===== src/hw/rtl/iee_pkg.sv =====
// Types, constants and helpers of the infix expression evaluator.
package iee_pkg;

    // Stack geometry and arithmetic width
    localparam int STACK_DEPTH = 32;
    localparam int VALUE_WIDTH = 32;
    localparam int ADDR_W      = $clog2(STACK_DEPTH);
    localparam int CNT_W       = $clog2(STACK_DEPTH + 1);

    // Port field widths
    localparam int KIND_W     = 3;
    localparam int IO_VALUE_W = 32;
    localparam int STATUS_W   = 2;

    // Token kinds on the request channel
    typedef enum logic [KIND_W-1:0] {
        KIND_OPERAND = 3'd0,
        KIND_PLUS    = 3'd1,
        KIND_MINUS   = 3'd2,
        KIND_TIMES   = 3'd3,
        KIND_OPEN    = 3'd4,
        KIND_CLOSE   = 3'd5,
        KIND_END     = 3'd6
    } kind_t;

    // Operator stack entries
    typedef enum logic [1:0] {
        OP_OPEN  = 2'd0,
        OP_PLUS  = 2'd1,
        OP_MINUS = 2'd2,
        OP_TIMES = 2'd3
    } op_t;

    // Result status codes
    typedef enum logic [STATUS_W-1:0] {
        ST_OK        = 2'd0,
        ST_OVERFLOW  = 2'd1,
        ST_MALFORMED = 2'd2
    } status_t;

    // Binding strength: times above plus and minus, open lowest
    function automatic logic [1:0] prec_of(op_t op);
        logic [1:0] p;
        case (op)
            OP_TIMES: p = 2'd2;
            OP_OPEN:  p = 2'd0;
            default:  p = 2'd1;
        endcase
        return p;
    endfunction

endpackage


===== src/hw/rtl/iee_if.sv =====
// Valid/ready channel interfaces for requests (tokens) and responses (results).
interface iee_req_if;
    logic                                valid;
    logic                                ready;
    logic [iee_pkg::KIND_W-1:0]          req_type;
    logic signed [iee_pkg::IO_VALUE_W-1:0] operand_value;

    modport source (output valid, output req_type, output operand_value, input ready);
    modport sink   (input valid, input req_type, input operand_value, output ready);
endinterface

interface iee_rsp_if;
    logic                                  valid;
    logic                                  ready;
    logic signed [iee_pkg::IO_VALUE_W-1:0] result_value;
    logic [iee_pkg::STATUS_W-1:0]          status;

    modport source (output valid, output result_value, output status, input ready);
    modport sink   (input valid, input result_value, input status, output ready);
endinterface


===== src/hw/rtl/infix_expression_evaluator.sv =====
// Top level of the two-stack infix expression evaluator.
//
// Usage: tokens arrive on req (valid/ready), one per transfer: operands with a
// signed 32-bit value, plus, minus, times, open, close and an end mark.  One
// result per end mark leaves on rsp (valid/ready): the wrapped value and a
// status (ok, stack overflow or malformed; value is 0 on error).
// Timing: req.ready is high only while the sequencer is idle, so a new token is
// taken only once the last one is done.  An operator, close or end mark reduces
// stacked operators one at a time, so nesting depth sets the rate; an error cuts
// the reductions short.  Each reduction goes through the one arithmetic unit and
// the single read port of the operand stack RAM (right operand, then left
// operand, then write-back).
// The result sits in an output register; while the receiver stalls, further
// tokens are still taken until the next end mark needs that register, and that
// end mark then waits in its last cycle until the register is free.
// Reset: both stack counts and the error status clear at once; stack RAM
// contents are not cleared since only entries below the counts are read.
module infix_expression_evaluator (
    input  logic      clk,
    input  logic      rst_n,
    iee_req_if.sink   req,
    iee_rsp_if.source rsp
);

    typedef enum logic [2:0] {
        S_IDLE,
        S_OP_RD,
        S_OP_CHK,
        S_RD_RHS,
        S_RD_LHS,
        S_EXEC,
        S_FIN_RD,
        S_FIN_OUT
    } state_t;

    localparam int AW = iee_pkg::ADDR_W;
    localparam int CW = iee_pkg::CNT_W;
    localparam int VW = iee_pkg::VALUE_WIDTH;
    localparam int OW = iee_pkg::IO_VALUE_W;

    state_t                       state_reg, state_next;
    logic [iee_pkg::KIND_W-1:0]   kind_reg, kind_next;
    logic [CW-1:0]                nd_cnt_reg, nd_cnt_next;
    logic [CW-1:0]                op_cnt_reg, op_cnt_next;
    iee_pkg::status_t             err_reg, err_next;
    iee_pkg::op_t                 top_op_reg, top_op_next;
    logic [VW-1:0]                rhs_reg, rhs_next;
    logic                         rsp_valid_reg, rsp_valid_next;
    logic signed [OW-1:0]         rsp_value_reg, rsp_value_next;
    iee_pkg::status_t             rsp_status_reg, rsp_status_next;

    logic [CW-1:0]                nd_cnt_m1, nd_cnt_m2, op_cnt_m1;
    logic                         nd_full, op_full;
    logic                         reduce_req;
    iee_pkg::op_t                 op_top, kind_op;
    iee_pkg::status_t             flag_code;
    logic                         flag_req;

    logic                         nd_we;
    logic [AW-1:0]                nd_waddr, nd_raddr;
    logic [VW-1:0]                nd_wdata, nd_rdata;
    logic                         op_we;
    logic [AW-1:0]                op_waddr;
    logic [1:0]                   op_wdata, op_rdata;
    logic [VW-1:0]                alu_y;

    // Stack storage and the shared arithmetic unit
    iee_ram #(.WIDTH(VW), .DEPTH(iee_pkg::STACK_DEPTH)) u_nd_ram (
        .clk   (clk),
        .we    (nd_we),
        .waddr (nd_waddr),
        .wdata (nd_wdata),
        .raddr (nd_raddr),
        .rdata (nd_rdata)
    );

    iee_ram #(.WIDTH(2), .DEPTH(iee_pkg::STACK_DEPTH)) u_op_ram (
        .clk   (clk),
        .we    (op_we),
        .waddr (op_waddr),
        .wdata (op_wdata),
        .raddr (op_cnt_m1[AW-1:0]),
        .rdata (op_rdata)
    );

    iee_alu u_alu (
        .op  (top_op_reg),
        .lhs (nd_rdata),
        .rhs (rhs_reg),
        .y   (alu_y)
    );

    // Derive stack pointers and full flags
    assign nd_cnt_m1 = nd_cnt_reg - CW'(1);
    assign nd_cnt_m2 = nd_cnt_reg - CW'(2);
    assign op_cnt_m1 = op_cnt_reg - CW'(1);
    assign nd_full   = (nd_cnt_reg >= CW'(iee_pkg::STACK_DEPTH));
    assign op_full   = (op_cnt_reg >= CW'(iee_pkg::STACK_DEPTH));
    assign op_top    = iee_pkg::op_t'(op_rdata);
    assign kind_op   = iee_pkg::op_t'(kind_reg[1:0]);

    assign req.ready        = (state_reg == S_IDLE);
    assign rsp.valid        = rsp_valid_reg;
    assign rsp.result_value = rsp_value_reg;
    assign rsp.status       = rsp_status_reg;

    // Sequence token handling, reductions and result delivery
    always_comb
    begin
        state_next      = state_reg;
        kind_next       = kind_reg;
        nd_cnt_next     = nd_cnt_reg;
        op_cnt_next     = op_cnt_reg;
        top_op_next     = top_op_reg;
        rhs_next        = rhs_reg;
        rsp_valid_next  = rsp_valid_reg && !rsp.ready;
        rsp_value_next  = rsp_value_reg;
        rsp_status_next = rsp_status_reg;
        flag_req        = 1'b0;
        flag_code       = iee_pkg::ST_MALFORMED;
        reduce_req      = 1'b0;
        nd_we           = 1'b0;
        nd_waddr        = nd_cnt_reg[AW-1:0];
        nd_wdata        = alu_y;
        nd_raddr        = nd_cnt_m1[AW-1:0];
        op_we           = 1'b0;
        op_waddr        = op_cnt_reg[AW-1:0];
        op_wdata        = kind_op;

        case (state_reg)
            S_IDLE:
            begin
                if (req.valid)
                begin
                    kind_next = req.req_type;
                    if (req.req_type == iee_pkg::KIND_END)
                    begin
                        state_next = S_OP_RD;
                    end
                    else if (err_reg == iee_pkg::ST_OK)
                    begin
                        case (req.req_type)
                            iee_pkg::KIND_OPERAND:
                            begin
                                if (nd_full)
                                begin
                                    flag_req  = 1'b1;
                                    flag_code = iee_pkg::ST_OVERFLOW;
                                end
                                else
                                begin
                                    nd_we       = 1'b1;
                                    nd_wdata    = VW'(req.operand_value);
                                    nd_cnt_next = nd_cnt_reg + CW'(1);
                                end
                            end
                            iee_pkg::KIND_OPEN:
                            begin
                                if (op_full)
                                begin
                                    flag_req  = 1'b1;
                                    flag_code = iee_pkg::ST_OVERFLOW;
                                end
                                else
                                begin
                                    op_we       = 1'b1;
                                    op_wdata    = iee_pkg::OP_OPEN;
                                    op_cnt_next = op_cnt_reg + CW'(1);
                                end
                            end
                            iee_pkg::KIND_PLUS, iee_pkg::KIND_MINUS,
                            iee_pkg::KIND_TIMES, iee_pkg::KIND_CLOSE:
                            begin
                                state_next = S_OP_RD;
                            end
                            default:
                            begin
                                state_next = S_IDLE;
                            end
                        endcase
                    end
                end
            end

            S_OP_RD:
            begin
                if (err_reg != iee_pkg::ST_OK)
                begin
                    state_next = (kind_reg == iee_pkg::KIND_END) ? S_FIN_RD : S_IDLE;
                end
                else if (op_cnt_reg == '0)
                begin
                    case (kind_reg)
                        iee_pkg::KIND_PLUS, iee_pkg::KIND_MINUS, iee_pkg::KIND_TIMES:
                        begin
                            op_we       = 1'b1;
                            op_cnt_next = op_cnt_reg + CW'(1);
                            state_next  = S_IDLE;
                        end
                        iee_pkg::KIND_CLOSE:
                        begin
                            flag_req   = 1'b1;
                            state_next = S_IDLE;
                        end
                        iee_pkg::KIND_END:
                        begin
                            state_next = S_FIN_RD;
                        end
                        default:
                        begin
                            state_next = S_IDLE;
                        end
                    endcase
                end
                else
                begin
                    state_next = S_OP_CHK;
                end
            end

            S_OP_CHK:
            begin
                case (kind_reg)
                    iee_pkg::KIND_PLUS, iee_pkg::KIND_MINUS, iee_pkg::KIND_TIMES:
                    begin
                        if (op_top != iee_pkg::OP_OPEN &&
                            iee_pkg::prec_of(op_top) >= iee_pkg::prec_of(kind_op))
                        begin
                            reduce_req = 1'b1;
                        end
                        else
                        begin
                            if (op_full)
                            begin
                                flag_req  = 1'b1;
                                flag_code = iee_pkg::ST_OVERFLOW;
                            end
                            else
                            begin
                                op_we       = 1'b1;
                                op_cnt_next = op_cnt_reg + CW'(1);
                            end
                            state_next = S_IDLE;
                        end
                    end
                    iee_pkg::KIND_CLOSE:
                    begin
                        if (op_top == iee_pkg::OP_OPEN)
                        begin
                            op_cnt_next = op_cnt_m1;
                            state_next  = S_IDLE;
                        end
                        else
                        begin
                            reduce_req = 1'b1;
                        end
                    end
                    iee_pkg::KIND_END:
                    begin
                        if (op_top == iee_pkg::OP_OPEN)
                        begin
                            flag_req   = 1'b1;
                            state_next = S_FIN_RD;
                        end
                        else
                        begin
                            reduce_req = 1'b1;
                        end
                    end
                    default:
                    begin
                        state_next = S_IDLE;
                    end
                endcase

                // Pop the top operator; reduce only with two operands present
                if (reduce_req)
                begin
                    op_cnt_next = op_cnt_m1;
                    top_op_next = op_top;
                    if (nd_cnt_reg < CW'(2))
                    begin
                        flag_req   = 1'b1;
                        state_next = S_OP_RD;
                    end
                    else
                    begin
                        state_next = S_RD_RHS;
                    end
                end
            end

            S_RD_RHS:
            begin
                nd_raddr   = nd_cnt_m1[AW-1:0];
                state_next = S_RD_LHS;
            end

            S_RD_LHS:
            begin
                nd_raddr   = nd_cnt_m2[AW-1:0];
                rhs_next   = nd_rdata;
                state_next = S_EXEC;
            end

            S_EXEC:
            begin
                nd_we       = 1'b1;
                nd_waddr    = nd_cnt_m2[AW-1:0];
                nd_wdata    = alu_y;
                nd_cnt_next = nd_cnt_m1;
                state_next  = S_OP_RD;
            end

            S_FIN_RD:
            begin
                nd_raddr = '0;
                if (nd_cnt_reg != CW'(1))
                begin
                    flag_req = 1'b1;
                end
                state_next = S_FIN_OUT;
            end

            S_FIN_OUT:
            begin
                nd_raddr = '0;
                if (!rsp_valid_reg || rsp.ready)
                begin
                    rsp_valid_next  = 1'b1;
                    rsp_status_next = err_reg;
                    rsp_value_next  = (err_reg == iee_pkg::ST_OK) ?
                                      OW'($signed(nd_rdata)) : '0;
                    nd_cnt_next     = '0;
                    op_cnt_next     = '0;
                    state_next      = S_IDLE;
                end
            end

            default:
            begin
                state_next = S_IDLE;
            end
        endcase
    end

    // Keep only the first error of an expression; clear it after the result
    always_comb
    begin
        err_next = err_reg;
        if (state_reg == S_FIN_OUT && (!rsp_valid_reg || rsp.ready))
        begin
            err_next = iee_pkg::ST_OK;
        end
        else if (flag_req && err_reg == iee_pkg::ST_OK)
        begin
            err_next = flag_code;
        end
    end

    // Hold state, counters and the output register
    always_ff @(posedge clk or negedge rst_n)
    begin
        if (!rst_n)
        begin
            state_reg      <= S_IDLE;
            kind_reg       <= '0;
            nd_cnt_reg     <= '0;
            op_cnt_reg     <= '0;
            err_reg        <= iee_pkg::ST_OK;
            top_op_reg     <= iee_pkg::OP_OPEN;
            rhs_reg        <= '0;
            rsp_valid_reg  <= 1'b0;
            rsp_value_reg  <= '0;
            rsp_status_reg <= iee_pkg::ST_OK;
        end
        else
        begin
            state_reg      <= state_next;
            kind_reg       <= kind_next;
            nd_cnt_reg     <= nd_cnt_next;
            op_cnt_reg     <= op_cnt_next;
            err_reg        <= err_next;
            top_op_reg     <= top_op_next;
            rhs_reg        <= rhs_next;
            rsp_valid_reg  <= rsp_valid_next;
            rsp_value_reg  <= rsp_value_next;
            rsp_status_reg <= rsp_status_next;
        end
    end

endmodule


===== src/hw/rtl/iee_ram.sv =====
// Generic single-write, single-read RAM with registered read data.
module iee_ram #(
    parameter int WIDTH = 32,
    parameter int DEPTH = 32
) (
    input  logic                     clk,
    input  logic                     we,
    input  logic [$clog2(DEPTH)-1:0] waddr,
    input  logic [WIDTH-1:0]         wdata,
    input  logic [$clog2(DEPTH)-1:0] raddr,
    output logic [WIDTH-1:0]         rdata
);

    logic [WIDTH-1:0] mem [DEPTH];

    // Write port and registered read port
    always_ff @(posedge clk)
    begin
        if (we)
        begin
            mem[waddr] <= wdata;
        end
        rdata <= mem[raddr];
    end

endmodule


===== src/hw/rtl/iee_alu.sv =====
// Shared arithmetic unit: applies one stacked operator to two operands.
module iee_alu (
    input  iee_pkg::op_t                    op,
    input  logic [iee_pkg::VALUE_WIDTH-1:0] lhs,
    input  logic [iee_pkg::VALUE_WIDTH-1:0] rhs,
    output logic [iee_pkg::VALUE_WIDTH-1:0] y
);

    // Wrap every result to the value width
    always_comb
    begin
        case (op)
            iee_pkg::OP_PLUS:  y = lhs + rhs;
            iee_pkg::OP_MINUS: y = lhs - rhs;
            default:           y = lhs * rhs;
        endcase
    end

endmodule


===== src/flat_wrapper.sv =====
// flat-port wrapper written by rule: the top's interface ports become plain ports
module infix_expression_evaluator_flat 
  (clk, rst_n, req_valid, req_req_type, req_operand_value, req_ready, rsp_valid, rsp_result_value, rsp_status, rsp_ready);
  iee_req_if req_i ();
  iee_rsp_if rsp_i ();
  input  logic clk;
  input  logic rst_n;
  input wire logic [$bits(req_i.valid)-1:0] req_valid;
  input wire logic [$bits(req_i.req_type)-1:0] req_req_type;
  input wire logic [$bits(req_i.operand_value)-1:0] req_operand_value;
  output wire logic [$bits(req_i.ready)-1:0] req_ready;
  output wire logic [$bits(rsp_i.valid)-1:0] rsp_valid;
  output wire logic [$bits(rsp_i.result_value)-1:0] rsp_result_value;
  output wire logic [$bits(rsp_i.status)-1:0] rsp_status;
  input wire logic [$bits(rsp_i.ready)-1:0] rsp_ready;
  assign req_i.valid = req_valid;
  assign req_i.req_type = req_req_type;
  assign req_i.operand_value = req_operand_value;
  assign req_ready = req_i.ready;
  assign rsp_valid = rsp_i.valid;
  assign rsp_result_value = rsp_i.result_value;
  assign rsp_status = rsp_i.status;
  assign rsp_i.ready = rsp_ready;
  infix_expression_evaluator u_core (.clk(clk), .rst_n(rst_n), .req(req_i), .rsp(rsp_i));
endmodule

===== config.mk =====
export PLATFORM = sky130hd
export DESIGN_NAME = infix_expression_evaluator_flat
export DESIGN_NICKNAME = d
export VERILOG_FILES = /design/src/hw/rtl/iee_pkg.sv /design/src/hw/rtl/iee_if.sv /design/src/hw/rtl/infix_expression_evaluator.sv /design/src/hw/rtl/iee_ram.sv /design/src/hw/rtl/iee_alu.sv /design/src/flat_wrapper.sv
export SDC_FILE = /design/constraint.sdc
export NUM_CORES = 2
export LEC_CHECK = 0
export BUFFER_PORTS_ARGS = -buffer_cell sky130_fd_sc_hd__buf_2
export CAP_MARGIN = 20
export CORE_ASPECT_RATIO = 1.25
export CORE_MARGIN = 4
export CORE_UTILIZATION = 47
export DETAILED_ROUTE_END_ITERATION = 8
export REMOVE_ABC_BUFFERS = 1
export SKIP_LAST_GASP = 1
export SYNTH_ARGS = -nofsm -noshare
export SYNTH_HDL_FRONTEND = slang
export SYNTH_SLANG_ARGS = --single-unit

===== constraint.sdc =====
create_clock -name clk -period 17.3 [get_ports clk]
set_clock_uncertainty 0.2 [all_clocks]
set_input_delay 0 -clock clk [delete_from_list [all_inputs] [get_ports clk]]
set_output_delay 0 -clock clk [all_outputs]
set_load 0.02 [all_outputs]

# Word-level counts from Yosys, hierarchy flattened
# Memory sizes are Yosys's and may differ from the RTL's. A register that Yosys moved wholly into a read port is not among the register bits.
# Cells that the tools add are included.
dict set report totals {
  register_bits 89
  ramBits 1088
  in_bits 39
  out_inout_bits 36
  wordCells 203
  memories 2
}
dict set report classes {
  n_addsub 7
  multipliers 1
  n_lt_le_gt_ge 4
  n_eq_ne 39
  n_mux 111
  reduce_logical 29
}
# memory depth width rd rd_ports_with_merged_regs write_ports line_no
set mem_list {}
lappend mem_list {u_core.u_nd_ram.mem 32 32 1 1 1 iee_ram.sv:14} ;# logic [WIDTH-1:0] mem [DEPTH];
lappend mem_list {u_core.u_op_ram.mem 32 2 1 1 1 iee_ram.sv:14}
# cell count
set ops {}
lappend ops {{two-way mux 32 bit} 7}
lappend ops {{two-way mux 6 bit} 17}
lappend ops {{case mux 32 bit (2 select lines)} 1}
lappend ops {{two-way mux 2 bit} 20}
lappend ops {{two-way mux 1 bit} 37}
lappend ops {{two-way mux 3 bit} 11}
lappend ops {{adder 32 bit} 1}
lappend ops {{multiplier 32 x 32 -> 32 bit} 1}
lappend ops {{subtractor 32 bit} 1}
lappend ops {{== test 3 bit, second input constant} 9}
lappend ops {{case mux 3 bit (8 select lines)} 1}
lappend ops {{case mux 6 bit (4 select lines)} 1}
lappend ops {{== test 3 x 2 -> 1 bit, second input constant} 6}
lappend ops {{case mux 6 bit (3 select lines)} 1}
lappend ops {{case mux 2 bit (2 select lines)} 4}
lappend ops {{AND reduction 7 bit} 2}
lappend ops {{adder 6 x 1 -> 6 bit, second input constant} 2}
lappend ops {{greater-or-equal comparator 6 bit, second input constant} 2}
lappend ops {{inequality test 2 x 1 -> 1 bit, second input constant} 6}
lappend ops {{case mux 6 bit (2 select lines)} 1}
lappend ops {{AND reduction 12 bit} 1}
lappend ops {{subtractor 6 x 1 -> 6 bit, second input constant} 2}
lappend ops {{case mux 5 bit (2 select lines)} 1}
lappend ops {{== test 3 x 1 -> 1 bit, second input constant} 3}
lappend ops {{other kinds (31)} 53}

# Longest topological paths before layout
dict set report logic_depth {
  word_depth 14
  depth_mapped 27
  mapped_depth_nobuf 25
}

# Cells and area by module
# Synthesis repeated with hierarchy kept, for this count alone.
dict set report unflattened {
  hier_cells 5171
  area_unflattened_um2 66702.7
}
# module instances cells_each area_each_um2 seq_area_each_um2
set by_module_without_submodules {}
lappend by_module_without_submodules {{iee_ram (u_core.u_nd_ram)} 1 2260 40492.6 31390.1}
lappend by_module_without_submodules {iee_alu 1 2096 18107.4 0.0}
lappend by_module_without_submodules {infix_expression_evaluator 1 631 5318.9 2227.1}
lappend by_module_without_submodules {{iee_ram (u_core.u_op_ram)} 1 184 2783.9 1961.9}

# Worst setup path before layout
# OpenSTA, ideal clock, no wires.
dict set report synth_path {
  kind {register -> register}
  from {register u_core.rhs_reg[7]}
  to {memory u_core.u_nd_ram.mem[0][31] (data pin)}
  setup_time_ps 467
  t_arrival_ps 7974
  required_time_ps 16633
  slack_ps 8658
  path_stages_with_launch 25
  path_buffers 2
  period_less_slack_ps 8642
  cell_sequence {dfrtp_1 clkbuf_1 clkbuf_1 and2_1 fa_1 fa_1 fa_1 inv_1 fa_1 inv_1 fa_1 inv_1 fa_1 inv_1 fa_1 fa_1 ha_1 or2_2 a31o_2 a41o_1 a41oi_1 o31ai_1 xor2_1 nor2_1 a211oi_1}
}
dict set report synth_between {
  elab_chain_len 8
  elab_cells_between_ends 10
  cone_classes {2 x add/sub; 1 x mul; 7 x mux}
}
# item line_no
set synth_rtl {}
lappend synth_rtl {{start: declaration} infix_expression_evaluator.sv:47} ;# logic [VW-1:0] rhs_reg, rhs_next;
lappend synth_rtl {{start signal: assignment} infix_expression_evaluator.sv:385} ;# rhs_reg <= rhs_next;
lappend synth_rtl {{multiplier 32 x 32 -> 32 bit (tied with other cells)} iee_alu.sv:15} ;# default: y = lhs * rhs;
lappend synth_rtl {{case mux 32 bit (2 select lines) *} iee_alu.sv:12} ;# case (op)
lappend synth_rtl {{two-way mux 32 bit} infix_expression_evaluator.sv:145} ;# if (nd_full)
lappend synth_rtl {{two-way mux 32 bit} infix_expression_evaluator.sv:142} ;# case (req.req_type)
lappend synth_rtl {{two-way mux 32 bit} infix_expression_evaluator.sv:140} ;# else if (err_reg == iee_pkg::ST_OK)
lappend synth_rtl {{two-way mux 32 bit} infix_expression_evaluator.sv:136} ;# if (req.req_type == iee_pkg::KIND_END)
lappend synth_rtl {{two-way mux 32 bit} infix_expression_evaluator.sv:133} ;# if (req.valid)
lappend synth_rtl {{two-way mux 32 bit *} infix_expression_evaluator.sv:130} ;# case (state_reg)
lappend synth_rtl {{via u_core.nd_wdata[31]} infix_expression_evaluator.sv:61} ;# logic [VW-1:0] nd_wdata, nd_rdata;
lappend synth_rtl {{end: declaration} iee_ram.sv:14}
# The timed path passes the listed nets; every way through them passes the cells marked *.

# Worst setup path in the final report
dict set report layout_path {
  from {register u_core.rhs_reg[3]}
  to {memory u_core.u_nd_ram.mem[6][30] (data pin)}
}
# The elaborated chain is that of the path after synthesis.

==> impl_results.md <==
* Initial antenna violation count at 1
* Dpl cells at around 7400
* Worst-path clk slew at ~70 ps
* Dpl hpwl at around 120000 µm
* Die W at about 350 µm
* CP max stage cell: dfrtp_1
* Max reg flops at about 1000
* Reg2reg path depth at 24
* Worst slew margin at about 17%
* Compound-Gate Fraction of Synth Area at a little over a tenth
* Post-Syn Area at about 67000 µm²
* Number of detailed-route iterations in the first pass at 5
* Count leader, synth: edfxtp_1
* Max Freq at around 110 MHz
* CP bufs+invs at 5
* Seq/Total Area, Yosys at 52.9%
* Crit Path Category: reg2reg
* Synth Area in Simple Gates at approximately an eighth
* Die height at ~430 µm
* Hold Vio Cnt, Final at 0
* Yosys top cell by area: edfxtp_1
* Metal2 WL at around 100000 µm
* Worst Min Path Start: req_operand_value[25]
* Post-synth top cells: 1088 x edfxtp_1, 980 x nand2_1, 511 x and2_1
* Worst Path Arrival at between 8000 and 9000 ps
* Final GP Congestion at about 0.89
* Reg-to-Reg Start: u_core.rhs_reg[3]
* Hold depth at 2
* CORE AREA at 143000 µm²
* Met3 WL at roughly 11000 µm
* Crit path capture type: flop
* Grt total ovfl at 0
* Initial Utilization at about 47%
* Cell chain of the critical path: buf_4 -> and2_1 -> fa_1 -> inv_1 -> fa_1 -> fa_1 -> fa_1 -> inv_1 -> fa_1 -> inv_1 -> fa_1 -> inv_1 -> fa_1 -> fa_1 -> ha_1 -> nand2_1 -> nand2_1 -> a21o_1 -> a21oi_1 -> o21ai_0 -> o41ai_1 -> mux2i_1 -> a31oi_1 -> a211o_1
* Largest Register: u_core.u_nd_ram.mem
* Main combinational cell family by area after synthesis: adder cells
* Setup TNS at 0 ps
* Fin crit period at between 8000 and 9000 ps
* Post-layout instance area at between 70000 and 80000 µm²
* Clk buf depth at 3
* First-pass GRT wire length at just under 300000 µm
* Area Overhead vs Synth at 10.7%
* Synth top area cells: edfxtp_1 49%, fa_1 12%, nand2_1 5.5%
* M1 wire length at between 70000 and 80000 µm
* Max stage delay on crit path at approximately 900 ps
* Reg2Reg Setup Slack at roughly 8600 ps
* Initial DRC count at between 3000 and 4000
* CP top delay family: adder cells
* Worst hold path type: in2reg
* Adder-cell area share of the yosys netlist at 15.5%
* DRC Markers at 0
* Worst path required time at about 18000 ps
* Async set or reset register ratio after synthesis at roughly 7.3%
* DP Area at between 60000 and 70000 µm²
* Clock sinks at around 1200
* Most common cell on crit path: fa_1
* Layout cells sized above 1 at between 8 and 9%
* Post-synth EDFFs at about 1100
* Netlist cell types at 87
* Final layout net count at ~6300
* Largest net degree at the start of global routing at between 150 and 200
* Number of buffers added on ports at between 70 and 80
* Synth warnings at 0
* Worst-Margin Slew at about 1200 ps
* Antenna-violating nets left at 0
* CTS tree: yes
* Mapped Cells at about 5700
* Setup violations, final at 0
* Post-synthesis mux area share at less than 1%
* Final Slew Violations at 0
* Worst setup SP type: flop
* Root buffer cell: clkbuf_16
* Top layer in use: met4
* Avg Synthesized Cell Area at 11.8 µm²
* Number of synthesized register bits at around 1200
* Clk Latency, worst-skew pair at roughly 760 ps
* Final WL at 197000 µm
* H-tree depth at 3
* RSZ-0062 raised after global routing: no
* End point of the worst hold path: u_core.u_nd_ram.mem[20][25]
* Max cap viols at 0
* Die area at about 150000 µm²
* R2R Path End: u_core.u_nd_ram.mem[6][30]
* Status: finished, final reports clean
* CP max FO at 32
* Setup Fix Bufs, Post-CTS at 0
* Ports at 75
* Detail-routed via count per cell at just under 6
* Top-area cell type share of the netlist area at 48.5%
* Total number of vias at about 45000
* Top FF cell, synth: edfxtp_1
* Non-filler cells, final at 7684
* Fin crit share at 50.6%
* Row Count at around 160
* Inserted Clock Buffers at between 100 and 150
* Top Registers: u_core.u_nd_ram.mem: 1024 flops, u_core.u_op_ram.mem: 64 flops
* Final core occ at 52.3%
* GRT Resource Usage Total at a little over a quarter
* Vias in the first global route at between 40000 and 50000
* Routed length per instance at roughly 26 µm
* Synth Area in XOR/XNOR at 1.87%
[cells by family after synthesis]
family                     after synthesis
adders and majority gates              586
buffers and inverters                  809
and+or+nand+nor                       1888
DFF                                   1211
xor gates and xnor gates               141
AOI/OAI and AO/OA                     1047
muxes                                   40
[repair_timing]
action,4_1_cts,5_1_grt
gates resized for setup,0,0
hold buffers,44,2
endpoints found under the hold margin,1136,4
[worst register-to-register path, delay by kind of cell, from the launching register on]
kind / cells / cell delay, ps
compound gates: 6 / 2040
fa+ha+maj: 9 / 4130
buf+inv: 5 / 600
flops: 1 / 910
mux: 1 / 150
simple gates: 3 / 340
[cells in the final DEF, fill, tap and decap left out, types with 99 or more instances in the layout]
cell / count
nor2_1: 146
o21ai_0: 105
a211oi_1: 331
fa_1: 409
xnor2_1: 112
and2_1: 511
buf_4: 99
a311oi_1: 161
inv_1: 420
edfxtp_1: 1088
a21oi_1: 135
ha_1: 176
clkbuf_16: 119
a31oi_1: 119
nand2_1: 980
[how the worst max path moves through the flow]
stage	endpoint	slack, ps	depth (start not counted)	from
2_1_floorplan	u_core.u_nd_ram.rdata[0]	4810	7	u_core.state_reg[2]
5_1_grt	u_core.u_nd_ram.mem[6][30]	8190	24	u_core.rhs_reg[3]
4_1_cts	u_core.u_nd_ram.mem[18][29]	8250	23	u_core.rhs_reg[3]
3_3_place_gp	u_core.u_nd_ram.mem[13][29]	8390	23	u_core.rhs_reg[3]
3_5_place_dp	u_core.u_nd_ram.mem[14][29]	8320	23	u_core.rhs_reg[3]
6_report	u_core.u_nd_ram.mem[6][30]	8550	24	u_core.rhs_reg[3]
[layout make-up]
class	instances	area [µm²]
Inverter	421	1580
Antenna cell	1	2.50
Sequential cell	1211	35600
Timing Repair Buffer	247	2070
Fill cell	12300	68100
Clock buffer	162	3220
Multi-Input combinational cell	3702	29000
Tap cell	1884	2360
Clock inverter	56	669
[metal layers]
| layer | vias to the layer above | GRT usage [%] |
|---|---|---|
| met5 | - | 0 |
| met4 | 0 | 12.3 |
| met3 | 478 | 2.90 |
| met2 | 1626 | 46.1 |
| met1 | 22900 | 32.3 |
| li1 | 20000 | - |
[stage by stage]
| step | hold slack, ps | setup WS, ps |
|---|---|---|
| after floorplan | -496 | 4810 |
| after global placement | -224 | 8390 |
| after detailed placement | -221 | 8320 |
| after CTS | 26.6 | 8250 |
| after global routing | 81.6 | 8190 |
| final | 46.7 | 8550 |
Power is left out: the tool's default activity adds up to more than one toggle a clock period on the data nets, which glitch-free logic cannot reach.
